<file path="src/rtl/mt32_pkg.sv">
// ============================================================================
// mt32_pkg
// Shared types, constants and word functions of the 32-bit twister generator.
// ============================================================================
package mt32_pkg;

    localparam int WORD_W           = 32;
    localparam int STATE_WORDS_DEF  = 624;
    localparam int SHIFT_OFFSET_DEF = 397;

    localparam logic [WORD_W-1:0] INIT_MULT = 32'd1812433253;
    localparam logic [WORD_W-1:0] TWIST_XOR = 32'h9908_b0df;
    localparam logic [WORD_W-1:0] TEMPER_B  = 32'h9d2c_5680;
    localparam logic [WORD_W-1:0] TEMPER_C  = 32'hefc6_0000;

    localparam logic OP_DRAW   = 1'b0;
    localparam logic OP_RESEED = 1'b1;

    typedef enum logic [1:0] {
        SEED_IDLE = 2'b01,
        SEED_RUN  = 2'b10
    } t_seed_state;

    typedef struct packed {
        logic              busy;
        logic              shift;
        logic [WORD_W-1:0] word;
    } t_seed_ctl;

    function automatic logic [WORD_W-1:0] twist_word(
        input logic [WORD_W-1:0] w_cur,
        input logic [WORD_W-1:0] w_nxt,
        input logic [WORD_W-1:0] w_far
    );
        logic [WORD_W-1:0] joined;
        logic [WORD_W-1:0] fold;
        joined = {w_cur[WORD_W-1], w_nxt[WORD_W-2:0]};
        fold   = joined[0] ? TWIST_XOR : '0;
        return w_far ^ (joined >> 1) ^ fold;
    endfunction

    function automatic logic [WORD_W-1:0] temper_word(input logic [WORD_W-1:0] w_in);
        logic [WORD_W-1:0] y;
        y = w_in;
        y = y ^ (y >> 11);
        y = y ^ ((y << 7) & TEMPER_B);
        y = y ^ ((y << 15) & TEMPER_C);
        y = y ^ (y >> 18);
        return y;
    endfunction

endpackage

</file>
<file path="src/rtl/mt32_seed.sv">
// ============================================================================
// mt32_seed
// Seed loader: produces one initializer word per cycle for the cell ring.
// ============================================================================
module mt32_seed #(
    parameter int STATE_WORDS = mt32_pkg::STATE_WORDS_DEF
) (
    input  logic                        i_clk,
    input  logic                        i_rst_n,
    input  logic                        i_start,
    input  logic [mt32_pkg::WORD_W-1:0] i_seed,
    input  logic [mt32_pkg::WORD_W-1:0] i_prev,
    output mt32_pkg::t_seed_ctl         o_ctl
);
    import mt32_pkg::*;

    localparam int CNT_W = $clog2(STATE_WORDS);

    t_seed_state       r_state;
    t_seed_state       n_state;
    logic [CNT_W-1:0]  r_cnt;
    logic [CNT_W-1:0]  n_cnt;
    logic [WORD_W-1:0] r_seed;
    logic [WORD_W-1:0] n_seed;
    logic [WORD_W-1:0] mixed;
    logic [WORD_W-1:0] product;
    logic [WORD_W-1:0] init_word;

    always_comb begin
        mixed     = i_prev ^ (i_prev >> 30);
        product   = mixed * INIT_MULT;
        init_word = (r_cnt == '0) ? r_seed : product + WORD_W'(r_cnt);
    end

    always_comb begin
        n_state = r_state;
        n_cnt   = r_cnt;
        n_seed  = r_seed;
        case (r_state)
            SEED_IDLE: begin
                if (i_start) begin
                    n_state = SEED_RUN;
                    n_cnt   = '0;
                    n_seed  = i_seed;
                end
            end
            SEED_RUN: begin
                n_cnt = r_cnt + 1'b1;
                if (r_cnt == CNT_W'(STATE_WORDS - 1)) begin
                    n_state = SEED_IDLE;
                    n_cnt   = '0;
                end
            end
            default: begin
                n_state = SEED_IDLE;
                n_cnt   = '0;
            end
        endcase
    end

    always_ff @(posedge i_clk) begin
        if (!i_rst_n) begin
            r_state <= SEED_RUN;
            r_cnt   <= '0;
            r_seed  <= '0;
        end else begin
            r_state <= n_state;
            r_cnt   <= n_cnt;
            r_seed  <= n_seed;
        end
    end

    always_comb begin
        o_ctl.busy  = (r_state == SEED_RUN);
        o_ctl.shift = (r_state == SEED_RUN);
        o_ctl.word  = init_word;
    end

endmodule

</file>
<file path="config.mk">
export PLATFORM = sky130hd
export DESIGN_NAME = mt32_seed
export DESIGN_NICKNAME = d
export VERILOG_FILES = /design/src/rtl/mt32_pkg.sv /design/src/rtl/mt32_seed.sv
export SDC_FILE = /design/constraint.sdc
export NUM_CORES = 1
export LEC_CHECK = 0
export BUFFER_PORTS_ARGS = -buffer_cell sky130_fd_sc_hd__buf_2
export CORE_AREA = 2 2 135 137
export DETAILED_ROUTE_END_ITERATION = 12
export DIE_AREA = 0 0 137 139
export GPL_ROUTABILITY_DRIVEN = 0
export HOLD_SLACK_MARGIN = 0.02
export PLACE_DENSITY = 0.89
export REMOVE_ABC_BUFFERS = 1
export SKIP_LAST_GASP = 1
export SLEW_MARGIN = 20
export SYNTH_ARGS = -nofsm -noshare
export SYNTH_HDL_FRONTEND = slang
export SYNTH_SLANG_ARGS = --single-unit
</file>
<file path="constraint.sdc">
create_clock -name i_clk -period 8.15 [get_ports i_clk]
set_clock_uncertainty 0.15 [all_clocks]
set_input_delay 0 -clock i_clk [delete_from_list [all_inputs] [get_ports i_clk]]
set_output_delay 0 -clock i_clk [all_outputs]
set_load 0.005 [all_outputs]
</file>
# After elaboration in Yosys (flattened, before gate mapping)

Cells that the tools add are included.
W data, S select, Z words.

Word-level logic and storage cells: 22
Output and inout port bits: 34
Register bits: 44

$mul: 1
Muxes and demuxes: 7
Reductions and logical operators: 3
Bitwise gates (word level): 1
Add/sub/neg operators: 2
Equality and inequality tests: 5

Operator list:

| kind                     | count |
|---|---|
| $add A32 B10 Y32         | 1 |
| $mul A32 B31 Y32 const B | 1 |
| $mux W32                 | 1 |
| $xor A32 B2 Y32          | 1 |
| $mux W10                 | 2 |
| $pmux W10 S2             | 1 |
| $add A10 B1 Y10 const B  | 1 |
| $eq A10 B10 Y1 const B   | 1 |
| $logic_not A10 Y1        | 1 |
| $mux W2                  | 2 |
| $pmux W2 S2              | 1 |
| $reduce_and A2 Y1        | 2 |
| $eq A2 B1 Y1 const B     | 1 |
| $eq A2 B2 Y1 const B     | 1 |
| $ne A2 B1 Y1 const B     | 1 |
| $ne A2 B2 Y1 const B     | 1 |

# Longest topological paths before layout

Gate-level depths: netlist of the first run.

Depth in word-level cells: 4
Mapped depth: 24
Gate-level depth less buffers: 24

# Worst setup path before layout of the first run

OpenSTA, ideal clock, no wires.

Path type: input to output
Start: input port i_prev[1] in the netlist's numbering
End: output port o_ctl[29] in the netlist's numbering
Stages on the path: 24
Required time: 8000 ps
Arrival time: 6016 ps
Path slack: 1984 ps
Buffers on the path: 0
Cells stage by stage: xor2_1 > xor2_1 > ha_1 > or2_2 > ha_1 > inv_1 > fa_1 > inv_1 > ha_1 > fa_1 > fa_1 > fa_1 > inv_1 > fa_1 > inv_1 > ha_1 > a21o_1 > a211o_1 > a41oi_1 > o21bai_1 > a211oi_1 > o311ai_0 > xnor2_1 > o21ai_0

RTL lines:

| element     | RTL line        | source |
|---|---|---|
| from (decl) | mt32_seed.sv:12 | `input logic [mt32_pkg::WORD_W-1:0] i_prev,` |
| to (decl)   | mt32_seed.sv:13 | `output mt32_pkg::t_seed_ctl o_ctl` |

==> results of run 1 <==
## state kept, by name (all words and copies together), names as in the netlist
name / flops
r_seed: 32
r_state: 2
r_cnt: 10
## worst max-delay path, stage by stage
cell      delay, ps
buf_2           110
xor2_1          150
buf_4           180
xor2_1          230
ha_1            240
or2_2           300
ha_1            270
inv_1            50
fa_1            480
inv_1            40
ha_1            210
fa_1            490
fa_1            460
fa_1            510
inv_1            60
fa_1            470
inv_1            50
ha_1            340
a21o_1          210
a211o_1         280
a41oi_1         180
o21bai_1        100
a211oi_1        550
o311ai_0        250
xnor2_1         180
o21ai_0         150
buf_2           130
## worst paths after layout
check	endpoint	slack, ps	cells past startpoint	from
worst max-delay path	o_ctl[29]	1310	27	i_prev[0]
worst min register to register	r_seed[20]$_SDFFE_PN0P_	310	2	r_seed[20]$_SDFFE_PN0P_
worst min-delay path	r_seed[2]$_SDFFE_PN0P_	90	2	i_rst_n
worst max register to register	r_cnt[4]$_SDFFE_PN0P_	6240	8	r_cnt[0]$_SDFFE_PN0P_
## logic make-up after synthesis
group	share of synthesized area, %
adders and majority gates	58.2
buffers and inverters	10.4
and+or+nand+nor	8.10
AOI/OAI and AO/OA	8.94
xor gates and xnor gates	5.73
DFF	8.47
muxes	0.0963
## layout by cell type, fill, tap and decap left out, drive strengths merged, types with 3 or more instances in the layout
cell type	n
inv	269
ha	239
fa	153
nand2	110
buf	105
xnor2	46
dfxtp	44
o21ai	33
dlygate4sd3	33
nor2	32
a21oi	32
a21boi	32
xor2	22
nand3	9
a21o	9
nor3	7
nor2b	6
nand4	5
and3	5
clkbuf	5
a211oi	4
o21bai	4
a31oi	4
o21a	3
o211ai	3
clkinv	3
## layout make-up
| type | instances | area share, % |
|---|---|---|
| multi-input combinational | 789 | 72.6 |
| inverter | 269 | 8.69 |
| sequential | 44 | 7.58 |
| timing repair buffer | 138 | 7.47 |
| tap | 229 | 2.47 |
| clock buffer | 5 | 1.08 |
| clock inverter | 3 | 0.161 |
## through the flow
stage | cell area, sq um | cells | utilization, %
2_1_floorplan | 10300 | 1102 | -
3_3_place_gp | 11100 | 1436 | 63.1
3_5_place_dp | 11100 | 1436 | 63.1
4_1_cts | 11600 | 1477 | 65.8
5_1_grt | 11600 | 1477 | 65.8
6_report | 11600 | 1477 | 65.8
## layer usage
metal / GRT usage [%] / vias up / wire length, microns
met5: 0 / - / 0
li1: - / 3804 / -
met2: 49.3 / 233 / 13300
met1: 31.2 / 3972 / 9610
met4: 14.7 / 0 / 1580
met3: 4.68 / 119 / 1060
## what timing repair did
action                                  in CTS  in global routing
hold buffers                                33                  0
gates resized for setup                      0                  0
endpoints found under the hold margin       34                  0
endpoints found under the setup margin       0                  0
==> flow_summary.json, run 1 <==
{
  "setup_viol": 0,
  "drtIter0Drc": 352,
  "dr.pass1.iters": 5,
  "cts_tree": "yes",
  "dpl.hpwl_microns": 21300,
  "drv_slew": 0,
  "drcViolationCount": 0,
  "cts_htree_levels": 2,
  "fp-row-count": 49,
  "fmax_ghz": 0.146,
  "fp.dieW_microns": 137,
  "grt_usage_pct": 27.7,
  "ant_nets": 0,
  "synth_top_cells_by_count": "inv_1 (269), ha_1 (239), fa_1 (153)",
  "cp.arrival_ps": 6690,
  "fillers": 1339,
  "maxCapViolCount": 0,
  "clk_latency_ps": 290,
  "grt-ovfl-total": 0,
  "wl_per_cell_microns": 17.3,
  "end_kind": "primary output",
  "rsz0062_at_grt": "false",
  "grt_pass1_vias": 8819,
  "ys_async_sr_fraction_pct": 0,
  "tightest_slew_ps": 629,
  "drive_gt1_share_pct": 9.70,
  "clk_pin_slew_ps": 70,
  "syn_to_final_growth_pct": 11.8,
  "synth_edf_count": 0,
  "diodes": 0,
  "finalHoldViolCount": 0,
  "grt_max_degree": 47,
  "finalCriticalPeriod_ps": 6840,
  "status": "completed",
  "final_nets": 1706,
  "final-seq-area_sq_um": 881,
  "initial_core_util_pct": 58.9,
  "cp.required_ps": 8000,
  "grt_pass1_wl_microns": 41400,
  "hold_path.class": "input port to flop",
  "postRouteWirelength_microns": 25600,
  "critPathMaxFanout": 8,
  "ys_types": 52,
  "dieHeight_microns": 139,
  "start_kind": "input port",
  "cts_root_buf": "clkbuf_16",
  "vias_per_cell": 5.50,
  "antenna_found_initial": 0,
  "coreArea_sq_um": 17700,
  "ys_top_cells_by_area": "fa_1 (29%), ha_1 (29%), inv_1 (9.7%)",
  "syn_area_sq_um": 10400,
  "slew_headroom_pct": 57.8,
  "setup_ws_ps": 1310,
  "yosysTopAreaCell": "fa_1",
  "place_ws_ps": 1400,
  "synth.most_common_cell": "inv_1",
  "setup.worst_path.class": "input port to primary output",
  "fp.dieArea_sq_um": 19000,
  "ys_seq_area_share_pct": 8.47,
  "synth-seq-cells": 44,
  "ys_warn_count": 0,
  "whs_ps": 90.4,
  "multiInputGateArea_sq_um": 8430,
  "tns_ps": 0,
  "cts_setup_buffers": 0,
  "io_pins": 101,
  "numCtsBuffers": 5,
  "post-route-period-util_pct": 83.9,
  "synth_top_flop_cell": "dfxtp_1",
  "cts.sinks": 44,
  "num_vias": 8128,
  "yosys.area.top_type_share_pct": 29.5,
  "clk_path_buf_depth": 2,
  "port_buffers": 100,
  "syn_area_per_cell_sq_um": 9.27,
  "postSynthCellCount": 1121
}
Power of run 1 is left out: the tool's default activity adds up to more than one toggle a clock period on the data nets, which glitch-free logic cannot reach.
==> inputs of run 2 (changes only) <==
Settings changed: CORE_AREA 2 2 135 137 to 2 2 139 141, DIE_AREA 0 0 137 139 to 0 0 141 143, PLACE_DENSITY 0.89 to 0.88.
Clock period 8.15 ns to 6.1 ns, I/O delays scaled along.
==> run 2 against run 1 <==
The flow now finishes with violations (setup timing). Routed wire length grew 13%. Clock-buffer cell count unchanged. Die area increased by 5.9%. Hold slack got worse by 13 ps. Utilization up 1.1 points. Final area up 6.9%. Flip-flop and latch count unchanged. Worst setup slack got worse by 1300 ps. First-iteration DRC count rose by 22%. Critical path type unchanged.
==> flow_summary.json, run 2 (synthesized netlist as in run 1, its figures left out) <==
{
  "fp.dieArea_sq_um": 20200,
  "max_stage_delay_ps": 560,
  "maxCapViolCount": 0,
  "hold_path.class": "input port to flop",
  "fp.dieW_microns": 141,
  "setup_viol": 1,
  "regMostFlops": "r_seed",
  "status": "complete, but fails checks",
  "fp-row-count": 50,
  "cts_root_buf": "clkbuf_16",
  "clk_path_buf_depth": 2,
  "final_nets": 1750,
  "slew_headroom_pct": 60.2,
  "reg2regPathDepth": 8,
  "cp.required_ps": 5950,
  "wl_per_cell_microns": 19.0,
  "rsz0062_at_grt": "true",
  "reg2reg_to": "r_cnt[0]$_SDFFE_PN0P_",
  "cp_num_buf_inv": 6,
  "dpl.hpwl_microns": 22300,
  "drv_slew": 0,
  "dr.pass1.iters": 5,
  "place_ws_ps": -225,
  "cts_htree_levels": 2,
  "timing.rr.start": "r_cnt[0]$_SDFFE_PN0P_",
  "tightest_slew_ps": 597,
  "port_buffers": 100,
  "initial_core_util_pct": 56.0,
  "fmax_ghz": 0.163,
  "critical_path.startpoint": "i_prev[1]",
  "finalCriticalPeriod_ps": 6120,
  "setup_ws_ps": -21.8,
  "drcViolationCount": 0,
  "start_kind": "input port",
  "cp.depth": 26,
  "numCtsBuffers": 5,
  "end_kind": "primary output",
  "cp.arrival_ps": 5970,
  "clk_pin_slew_ps": 60,
  "cts_tree": "yes",
  "crit_end": "o_ctl[31]",
  "grt_usage_pct": 28.4,
  "ant_nets": 0,
  "io_pins": 101,
  "hold_path_startpoint": "i_start",
  "grt_max_degree": 47,
  "setup.worst_path.class": "input port to primary output",
  "antenna_found_initial": 0,
  "grt_pass1_wl_microns": 44500,
  "post-route-period-util_pct": 100,
  "postRouteWirelength_microns": 29000,
  "dieHeight_microns": 143,
  "top_regs": "r_seed (32), r_cnt (10), r_state (2)",
  "critPathMaxFanout": 4,
  "mostFrequentLayoutCells": "inv_1 (258), ha_1 (219), fa_1 (150)",
  "cts.sinks": 44,
  "drive_gt1_share_pct": 17.2,
  "diodes": 0,
  "tns_ps": -21.8,
  "reg2reg_slack_ps": 4230,
  "num_vias": 8516,
  "drtIter0Drc": 430,
  "clk_latency_ps": 290,
  "syn_to_final_growth_pct": 19.5,
  "coreArea_sq_um": 18600,
  "largest_reg_flops": 32,
  "finalHoldViolCount": 0,
  "grt_pass1_vias": 9210,
  "failed_checks": "setup timing",
  "vias_per_cell": 5.58,
  "layout_commonest_cell": "inv_1",
  "slowest_stage": "fa_1",
  "grt-ovfl-total": 0,
  "crit_family": "adder cells",
  "crit_top_cell": "inv_2"
}
## run 2: changes by cell type in the layout (fill, tap and decap cells not counted), moves of 7 or more
cell,delta
inv_2,+11
inv_1,-11
buf_2,-11
buf_4,+45
ha_1,-20
ha_4,+17
buf_6,+7
## run 2: worst register-to-register path, cell delays in order, from the launching register on
cell     delay, ps
dfxtp_1        450
ha_1           270
nand2_1         70
nor3_1         130
nand4_1        140
nand2_1        140
nand2_1         60
nand2_1        250
nor2_1          90
## run 2: layout make-up
type	count	area [sq um]
Clock buffer	5	125
Multi-Input combinational cell	789	8850
Timing Repair Buffer	182	1260
Tap cell	234	293
Inverter	269	1010
Fill cell	1273	6150
Clock inverter	2	12.5
Sequential cell	44	882
## run 2: worst min-delay path by stage
stage / end / slack [ps] / depth (start not counted)
final: r_cnt[1]$_SDFFE_PN0P_ / 80 / 4
after global placement: r_seed[2]$_SDFFE_PN0P_ / 100 / 3
after CTS: r_cnt[1]$_SDFFE_PN0P_ / 70 / 4
after detailed placement: r_seed[9]$_SDFFE_PN0P_ / 110 / 3
after global routing: r_seed[4]$_SDFFE_PN0P_ / 110 / 2
after floorplan: r_cnt[8]$_SDFFE_PN0P_ / -20 / 1
## run 2: timing repair
item | in CTS | in global routing
buffers inserted | 5 | 3
pin swaps | 24 | 41
hold buffers | 32 | 0
gates resized for setup | 44 | 47
gates cloned | 0 | 0
endpoints found under the setup margin | 8 | 11
endpoints found under the hold margin | 32 | 0
## run 2: per-layer routing
| layer | track usage, % | part of all wire, % |
|---|---|---|
| met5 | 0 | 0 |
| met4 | 13.9 | 5.7 |
| met3 | 4.96 | 5.8 |
| met2 | 52.8 | 52 |
| met1 | 31.2 | 37 |
## run 2: through the flow
stage	cells	hold WS, ps	cell area, sq um	util, %
final	1525	77.0	12400	66.9
after global routing	1525	111	12400	66.9
after CTS	1524	72.2	12200	65.7
after detailed placement	1481	110	11500	61.6
after global placement	1481	101	11500	61.6
after floorplan	1102	-21.8	10300	-
Power of run 2 is left out for the same reason.
