## config.mk

```make
export PLATFORM = sky130hd
export DESIGN_NAME = mt32_cell
export DESIGN_NICKNAME = d
export VERILOG_FILES = /design/src/rtl/mt32_pkg.sv /design/src/rtl/mt32_cell.sv
export SDC_FILE = /design/constraint.sdc
export NUM_CORES = 1
export LEC_CHECK = 0
export BUFFER_PORTS_ARGS = -buffer_cell sky130_fd_sc_hd__buf_4
export CAP_MARGIN = 20
export CORE_MARGIN = 4
export CORE_UTILIZATION = 35
export DETAILED_ROUTE_END_ITERATION = 7
export PLACE_DENSITY = 0.72
export SYNTH_ARGS = -nofsm -noshare
export SYNTH_HDL_FRONTEND = slang
export SYNTH_SLANG_ARGS = --single-unit
```

## constraint.sdc

```tcl
create_clock -name i_clk -period 0.8 [get_ports i_clk]
set_input_delay 0.16 -clock i_clk [delete_from_list [all_inputs] [get_ports i_clk]]
set_output_delay 0.16 -clock i_clk [all_outputs]
set_load 0.005 [all_outputs]
```

## src/rtl/mt32_pkg.sv

```systemverilog
// ============================================================================
// mt32_pkg
// Shared types, constants and word functions of the 32-bit twister generator.
// ============================================================================
package mt32_pkg;

    localparam int WORD_W           = 32;
    localparam int STATE_WORDS_DEF  = 624;
    localparam int SHIFT_OFFSET_DEF = 397;

    localparam logic [WORD_W-1:0] INIT_MULT = 32'd1812433253;
    localparam logic [WORD_W-1:0] TWIST_XOR = 32'h9908_b0df;
    localparam logic [WORD_W-1:0] TEMPER_B  = 32'h9d2c_5680;
    localparam logic [WORD_W-1:0] TEMPER_C  = 32'hefc6_0000;

    localparam logic OP_DRAW   = 1'b0;
    localparam logic OP_RESEED = 1'b1;

    typedef enum logic [1:0] {
        SEED_IDLE = 2'b01,
        SEED_RUN  = 2'b10
    } t_seed_state;

    typedef struct packed {
        logic              busy;
        logic              shift;
        logic [WORD_W-1:0] word;
    } t_seed_ctl;

    function automatic logic [WORD_W-1:0] twist_word(
        input logic [WORD_W-1:0] w_cur,
        input logic [WORD_W-1:0] w_nxt,
        input logic [WORD_W-1:0] w_far
    );
        logic [WORD_W-1:0] joined;
        logic [WORD_W-1:0] fold;
        joined = {w_cur[WORD_W-1], w_nxt[WORD_W-2:0]};
        fold   = joined[0] ? TWIST_XOR : '0;
        return w_far ^ (joined >> 1) ^ fold;
    endfunction

    function automatic logic [WORD_W-1:0] temper_word(input logic [WORD_W-1:0] w_in);
        logic [WORD_W-1:0] y;
        y = w_in;
        y = y ^ (y >> 11);
        y = y ^ ((y << 7) & TEMPER_B);
        y = y ^ ((y << 15) & TEMPER_C);
        y = y ^ (y >> 18);
        return y;
    endfunction

endpackage

```

## src/rtl/mt32_cell.sv

```systemverilog
// ============================================================================
// mt32_cell
// One state word of the twister ring; takes its right neighbor's word on shift.
// ============================================================================
module mt32_cell (
    input  logic                        i_clk,
    input  logic                        i_shift,
    input  logic [mt32_pkg::WORD_W-1:0] i_word,
    output logic [mt32_pkg::WORD_W-1:0] o_word
);
    import mt32_pkg::*;

    logic [WORD_W-1:0] r_word;
    logic [WORD_W-1:0] n_word;

    always_comb begin
        n_word = i_shift ? i_word : r_word;
    end

    always_ff @(posedge i_clk) begin
        r_word <= n_word;
    end

    assign o_word = r_word;

endmodule

```

# == After elaboration in Yosys (flattened, before gate mapping) ==
# Index checks and enable logic that the tools add are counted.
# totals
regBits,32
elab_cells,1
inputBits,34

# == Longest topological paths before layout ==
# Gate-level depths: netlist of run 1.
# depth
depth_word,0
depth_mapped,0
depth_no_buf,0

# == Least setup slack after synthesis of run 1 ==
# Ideal clock, no wire load.
# synth_timing
kind,register to output
start,"register r_word[0], in the netlist o_word[0]"
end,output o_word[0] in the netlist's numbering
arrival_ns,0.355
path_stages_with_launch,1
setup_slack_ns,0.285
n_path_buf,0
cell_sequence,edfxtp_1
# synth_lines
element,line_no,rtl
start: declaration,mt32_cell.sv:13,logic [WORD_W-1:0] r_word;
start signal: assignment,mt32_cell.sv:21,r_word <= n_word;
end: declaration,mt32_cell.sv:9,output logic [mt32_pkg::WORD_W-1:0] o_word
# No word-level cell between the ends.

# == Worst setup path in the final report of run 1 ==
# layout_timing
start,"register r_word[11], in the netlist o_word[11]"
end,output o_word[11] in the netlist's numbering
# No word-level cell between the ends.

==> flow_metrics.py, run 1 <==
metrics = {
    "setup_path": {
        "worstPathRequired_ns": 0.64,
        "end_kind": "output pin",
        "max_stage_delay_ns": 0.40,
        "startpoint_type": "register",
        "path_delay_family": "flip-flops",
        "crit_fanout": 1,
        "path_cells": "buf_4",
        "crit_buf_inv": 1,
        "critPathKind": "reg -> out",
        "cp_slowest_cell": "edfxtp_1",
        "cp.depth": 1,
        "arrival_ns": 0.88,
    },
    "cells_and_area": {
        "largest_register_ffs": 32,
        "multiInputCombCellCount": 0,
        "fin_util_pct": 75.61,
        "diodes": 0,
        "multi_input_area_sq_um": 0,
        "layout-drive-gt1-share_pct": 53.24,
        "n_fill_cell": 156,
        "area_delta_synth_final_pct": 100.3,
        "nNetsFinal": 172,
    },
    "clock_tree": {
        "cts.clk_slew.worst_paths_ns": 0.10,
        "cts_root_buf": "clkbuf_4",
        "htree_levels": 2,
        "cts_buffers": 5,
        "cts.sinks": 32,
        "clk_path_buf_depth": 2,
        "tritoncts": "done",
    },
    "timing": {
        "finalCriticalPeriod_ns": 1.040,
        "tns_ns": -6.719,
        "finalSetupViolations": 32,
        "final_max_slew_viol_count": 0,
        "tightestPinTransition_ns": 0.1098,
        "rsz0062_at_grt": "true",
        "max_freq_ghz": 0.9614,
        "whs_ns": 0.2115,
        "hold_viol_final": 0,
        "final.setup.worst_slack_ns": -0.2401,
        "fin_crit_sh_pct": 130.0,
        "max_slew_margin_pct": 92.68,
    },
    "routing": {
        "drt_iter0_markers": 12,
        "ant_nets": 0,
        "num_vias": 718,
        "dr.pass1.iters": 3,
        "via_per_inst": 4.249,
        "wl_per_cell_um": 15.08,
        "drc": 0,
        "routed_wl_um": 2549,
    },
    "pwr": {
        "finalPower_mw": 3.416,
        "irDropWorstVdd_uv": 1522,
        "p_per_area_nw_per_um2": 1775,
        "leakage_nw": 0.8190,
    },
    "grt": {
        "grt_use_total_pct": 15.37,
        "grt_max_degree": 21,
        "grt_antenna_before_repair": 0,
        "gr-total-overflow": 0,
        "grt_pass1_vias": 770,
        "grt_pass1_wl_um": 3712,
    },
    "place": {
        "place_ws_ns": 0.05865,
        "globalplace.congestion": 0.6709,
        "port_buffers": 65,
    },
    "flow_run": {
        "drv_cap": 0,
    },
    "synth": {
        "synth_top_area_cell": "edfxtp_1",
        "yosys_warnings": 0,
        "synth_cells": 32,
        "mappedNetlistNets": 66,
        "syn_avg_cell_area_sq_um": 30.03,
        "seq_area_frac_synth_pct": 100.0,
        "ys_ff_latch": 32,
        "ys_types": 1,
        "netlist_top_cells_count": "edfxtp_1",
        "synth_top_area_share_pct": 100.0,
        "synthArstFlopShare_pct": 0,
        "synthTopCellsByArea": "edfxtp_1",
        "synth_area_sq_um": 960.9,
        "yosysMostFrequentCell": "edfxtp_1",
        "ys.flop_type": "edfxtp_1",
        "synth-edff-count": 32,
    },
    "die": {
        "num_rows": 18,
        "start_util_pct": 37.76,
        "die-area_sq_um": 3648,
        "ioPinCount": 66,
        "core_area_sq_um": 2545,
        "die_x_um": 60.40,
        "die_y_um": 60.40,
    },
    "status": {
        "status": "complete, but fails checks",
        "violations": "setup timing",
    },
    "min_path": {
        "hold-path-cell-count": 2,
        "hold_path.class": "in -> reg",
    },
}
[power by group]
part	leakage [nW]	internal (mW)	switching [mW]
registers	0.313	1.99	0.0439
logic	0.473	0.381	0.153
clock network	0.0324	0.322	0.526
[metal layers]
layer | track usage (%) | up-vias | share of wire (%)
met2 | 27.47 | 38 | 56
met4 | 9.177 | 0 | 3.4
met1 | 13.70 | 329 | 31
met3 | 7.660 | 8 | 9.4
met5 | 0 | - | 0
li1 | - | 343 | -
[final timing paths]
| check | from | to |
|---|---|---|
| hold / removal | i_shift | o_word[1] |
| setup / recovery | o_word[11] | o_word[11] |
[metrics by stage]
| stage | std cells | area, sq um |
|---|---|---|
| after floorplan | 32 | 960.9 |
| after global placement | 129 | 1526 |
| after detailed placement | 129 | 1526 |
| after CTS | 168 | 1892 |
| after global routing | 169 | 1924 |
| final | 169 | 1924 |
[cell type report]
| class | count | area (sq um) | share of cell area (%) |
|---|---|---|---|
| flip-flops and latches | 32 | 960.9 | 49.93 |
| repair buffers | 99 | 874.6 | 45.45 |
| clock buffers | 5 | 37.54 | 1.951 |
| clock inverters | 3 | 13.76 | 0.7152 |
| well taps | 30 | 37.54 | 1.951 |
[layout by cell type, fill, tap and decap left out]
cell type and n:
clkinv_1 1, buf_6 7, edfxtp_1 32, buf_12 2, clkbuf_4 5, dlygate4sd3_1 32, clkinv_2 2, buf_4 58
[kinds of logic after synthesis]
kind of cell	synth area share, %
DFF	100.0
[timing repair]
item                       4_1_cts  5_1_grt
hold endpoints to repair        31        1
gates cloned                     0        0
setup endpoints to repair       32       32
hold buffers                    31        1
gates resized for setup          1        6
setup buffers                    0        0
Power figures use the tool's default switching activity.
==> inputs of run 2 (changes only) <==
BUFFER_PORTS_ARGS = unset   (was -buffer_cell sky130_fd_sc_hd__buf_4)
CORE_UTILIZATION = 52   (was 35)
DONT_BUFFER_PORTS = 1   (was unset)
GPL_ROUTABILITY_DRIVEN = 0   (was unset)
PLACE_DENSITY = 0.7   (was 0.72)
==> flow_metrics.py, run 2 (synthesis results as in run 1) <==
metrics = {
    "setup_path": {
        "crit_fanout": 1,
        "end_kind": "output pin",
        "startpoint_type": "register",
        "arrival_ns": 0.73,
        "worstPathRequired_ns": 0.64,
        "critPathKind": "reg -> out",
    },
    "clock_tree": {
        "htree_levels": 2,
        "cts.sinks": 32,
        "cts_hold_buf": 32,
        "cts_root_buf": "clkbuf_4",
        "tritoncts": "done",
        "cts_buffers": 5,
        "clk_path_buf_depth": 2,
        "postCtsSetupRepairBufs": 0,
        "cts.clk_slew.worst_paths_ns": 0.09,
    },
    "routing": {
        "drt_iter0_markers": 7,
        "drc": 0,
        "ant_nets": 0,
        "num_vias": 462,
        "via_per_inst": 4.763,
        "routed_wl_um": 1749,
        "wl_per_cell_um": 18.03,
        "dr.pass1.iters": 3,
    },
    "timing": {
        "tns_ns": -2.218,
        "finalSetupViolations": 32,
        "rsz0062_at_grt": "true",
        "final_max_slew_viol_count": 0,
        "fin_crit_sh_pct": 110.7,
        "hold_viol_final": 32,
        "max_slew_margin_pct": 93.19,
        "whs_ns": -0.04489,
        "tightestPinTransition_ns": 0.1024,
        "max_freq_ghz": 1.129,
        "final.setup.worst_slack_ns": -0.08573,
        "finalCriticalPeriod_ns": 0.8857,
    },
    "flow_run": {
        "drv_cap": 0,
    },
    "cells_and_area": {
        "layout-drive-gt1-share_pct": 9.722,
        "final_cells": 97,
        "nNetsFinal": 105,
        "area_delta_synth_final_pct": 41.93,
        "multi_input_area_sq_um": 0,
        "largest_register_ffs": 32,
        "diodes": 0,
        "layout_common_cells": "dlygate4sd3_1, edfxtp_1, clkbuf_4",
        "multiInputCombCellCount": 0,
    },
    "die": {
        "die-area_sq_um": 2599,
        "num_rows": 15,
        "die_y_um": 50.99,
        "ioPinCount": 66,
        "core_area_sq_um": 1745,
        "die_x_um": 50.99,
        "start_util_pct": 55.05,
    },
    "grt": {
        "grt_max_degree": 33,
        "grt_pass1_wl_um": 2318,
        "grt_antenna_before_repair": 0,
        "grt_use_total_pct": 13.48,
        "grt_pass1_vias": 519,
        "gr-total-overflow": 0,
    },
    "min_path": {
        "hold_path.class": "in -> reg",
    },
    "pwr": {
        "p_per_area_nw_per_um2": 2192,
        "irDropWorstVdd_uv": 1407,
        "leakage_nw": 0.4792,
    },
    "place": {
        "port_buffers": 0,
        "place_inst": 57,
        "place_ws_ns": 0.2499,
    },
    "status": {
        "violations": "hold timing, setup timing",
        "status": "complete, but fails checks",
    },
}
==> run 2: cell types whose count changed in the layout (fill, tap and decap cells not counted), sizes merged <==
cell / delta
buf: -67
==> run 2: final timing paths <==
check,from,end,slack [ns],depth (start not counted)
worst min-delay path,i_shift,o_word[4],-0.04,0
worst max-delay path,o_word[22],o_word[22],-0.09,0
==> run 2: what timing repair did <==
| action | in CTS | in global routing |
|---|---|---|
| gates resized for setup | 0 | 0 |
| pin swaps | 0 | 0 |
| endpoints found under the setup margin | 32 | 32 |
| endpoints found under the hold margin | 64 | 32 |
==> run 2: power breakdown <==
part	leakage, nW	switching [mW]	internal (mW)
Clock	0.0324	0.476	0.322
Sequential	0.313	0.0696	2.00
Combinational	0.134	0.0230	0.104
Total	0.479	0.568	2.42
==> run 2: per-layer routing <==
layer  vias to the layer above  GRT usage (%)  share of wire [%]
met5                         -              0                  0
met3                         4          7.872                9.5
met4                         0          9.865                1.2
met2                        38          23.61                 55
li1                        207              -                  -
met1                       213          10.59                 35
==> run 2: cell type report <==
type | instances | area, sq um
clock inverters | 3 | 13.76
repair buffers | 32 | 320.3
flip-flops and latches | 32 | 960.9
clock buffers | 5 | 37.54
well taps | 25 | 31.28
fillers | 113 | 381.6
==> run 2: per-stage QoR <==
step	power, mW	utilization [%]	cell area, sq um	hold slack (ns)
6_report	2.989	78.14	1364	-0.04489
5_1_grt	3.152	78.14	1364	-0.08843
4_1_cts	3.008	78.14	1364	-0.05686
3_5_place_dp	2.107	56.85	992.2	0.2589
3_3_place_gp	2.106	56.85	992.2	0.2589
2_1_floorplan	2.082	-	960.9	0.2589
==> inputs of run 3 (changes only) <==
BUFFER_PORTS_ARGS = -buffer_cell sky130_fd_sc_hd__buf_4   (was unset)
CORE_MARGIN = 2   (was 4)
CORE_UTILIZATION = 35   (was 52)
DONT_BUFFER_PORTS = unset   (was 1)
PLACE_DENSITY = 0.72   (was 0.7)
RECOVER_POWER = 100   (was unset)
==> flow_metrics.py, run 3 (synthesis results as in run 1) <==
metrics = {
    "routing": {
        "routed_wl_um": 2344,
        "drt_iter0_markers": 13,
        "num_vias": 712,
        "wl_per_cell_um": 13.95,
        "ant_nets": 0,
        "drc": 0,
        "dr.pass1.iters": 4,
        "via_per_inst": 4.238,
    },
    "die": {
        "ioPinCount": 66,
        "die_y_um": 56.40,
        "core_area_sq_um": 2545,
        "num_rows": 18,
        "die-area_sq_um": 3180,
        "start_util_pct": 37.76,
        "die_x_um": 56.40,
    },
    "grt": {
        "grt_pass1_vias": 610,
        "gr-total-overflow": 0,
        "grt_use_total_pct": 12.44,
        "grt_max_degree": 17,
        "grt_antenna_before_repair": 0,
        "grt_pass1_wl_um": 2760,
    },
    "cells_and_area": {
        "nNetsFinal": 171,
        "largest_register_ffs": 32,
        "layout-drive-gt1-share_pct": 51.45,
        "multi_input_area_sq_um": 0,
        "area_delta_synth_final_pct": 95.05,
        "n_fill_cell": 172,
        "final_cells": 168,
        "final_common_cell": "clkbuf_4",
        "multiInputCombCellCount": 0,
        "layout_common_cells": "clkbuf_4, edfxtp_1, dlygate4sd3_1",
        "diodes": 0,
        "stdcell_area_sq_um": 1874,
    },
    "pwr": {
        "p_clk_share_pct": 24.1,
        "finalPower_mw": 3.325,
        "irDropWorstVdd_uv": 1368,
        "pwr-share-seq_pct": 61.2,
        "switching_power_uw": 647.7,
        "intPower_mw": 2.677,
        "p_comb_share_pct": 14.8,
        "leakage_nw": 0.7875,
        "p_sw_share_pct": 19.48,
        "p_per_area_nw_per_um2": 1774,
    },
    "timing": {
        "final_max_slew_viol_count": 0,
        "hold_viol_final": 0,
        "tightestPinTransition_ns": 0.4068,
        "finalCriticalPeriod_ns": 1.023,
        "max_freq_ghz": 0.9779,
        "final.setup.worst_slack_ns": -0.2225,
        "max_slew_margin_pct": 72.88,
        "whs_ns": 0.05372,
        "rsz0062_at_grt": "true",
        "finalSetupViolations": 32,
        "fin_crit_sh_pct": 127.8,
    },
    "clock_tree": {
        "cts_buffers": 5,
        "cts.clk_slew.worst_paths_ns": 0.09,
        "htree_levels": 2,
        "tritoncts": "done",
        "cts.sinks": 32,
        "clk_path_buf_depth": 2,
        "postCtsSetupRepairBufs": 0,
        "cts_root_buf": "clkbuf_4",
    },
    "min_path": {
        "hp-start": "i_word[28]",
        "hold-path-cell-count": 1,
        "holdPathEnd": "o_word[28]",
        "hold_path.class": "in -> reg",
    },
    "flow_run": {
        "drv_cap": 0,
    },
    "setup_path": {
        "critPathKind": "reg -> out",
        "crit_fanout": 1,
        "startpoint_type": "register",
        "crit_buf_inv": 1,
        "cp_slowest_cell": "edfxtp_1",
        "arrival_ns": 0.86,
        "max_stage_delay_ns": 0.39,
        "path_cells": "buf_4",
        "end_kind": "output pin",
        "worstPathRequired_ns": 0.64,
        "cp-startpoint": "o_word[8]",
        "path_delay_family": "flip-flops",
    },
    "place": {
        "placed_cell_area_sq_um": 1526,
        "place_inst": 129,
        "port_buffers": 65,
        "place_ws_ns": 0.07664,
    },
    "status": {
        "violations": "setup timing",
        "status": "complete, but fails checks",
    },
}
[run 3: worst max-delay path by stage]
stage,endpoint,cells past startpoint
3_3_place_gp,o_word[3],2
6_report,o_word[8],1
2_1_floorplan,o_word[0],0
4_1_cts,o_word[24],1
3_5_place_dp,o_word[13],2
5_1_grt,o_word[27],1
[run 3: timing repair]
item                                   in CTS  in global routing
endpoints found under the hold margin       1                 30
gates resized for setup                     0                  6
setup endpoints to repair                  32                 32
hold buffers                                1                 30
[run 3: power by group through the flow]
stage	logic [mW]	registers [mW]	clock network [mW]
2_1_floorplan	0	2.08	0
3_3_place_gp	0.379	2.06	0
3_5_place_dp	0.387	2.07	0
4_1_cts	0.391	2.03	0.830
5_1_grt	0.520	2.05	0.911
6_report	0.491	2.03	0.800
[run 3: final cells by class]
type | count | area (sq um) | area share (%)
flip-flops and latches | 32 | 960.9 | 51.27
repair buffers | 98 | 827.0 | 44.13
clock buffers | 7 | 45.04 | 2.403
well taps | 30 | 37.54 | 2.003
clock inverters | 1 | 3.754 | 0.2003
[run 3: per-stage QoR]
step,util (%),setup TNS (ns)
6_report,73.65,-6.149
3_5_place_dp,59.98,0
4_1_cts,62.29,-6.585
3_3_place_gp,59.98,0
5_1_grt,73.65,-7.768
2_1_floorplan,-,0
[run 3: layer usage]
| metal | up-vias | part of all wire, % | global-route usage [%] |
|---|---|---|---|
| li1 | 340 | - | - |
| met1 | 326 | 31 | 11.61 |
| met2 | 41 | 59 | 20.67 |
| met3 | 5 | 7.6 | 8.525 |
| met4 | 0 | 2.4 | 5.782 |
| met5 | - | 0 | 0 |
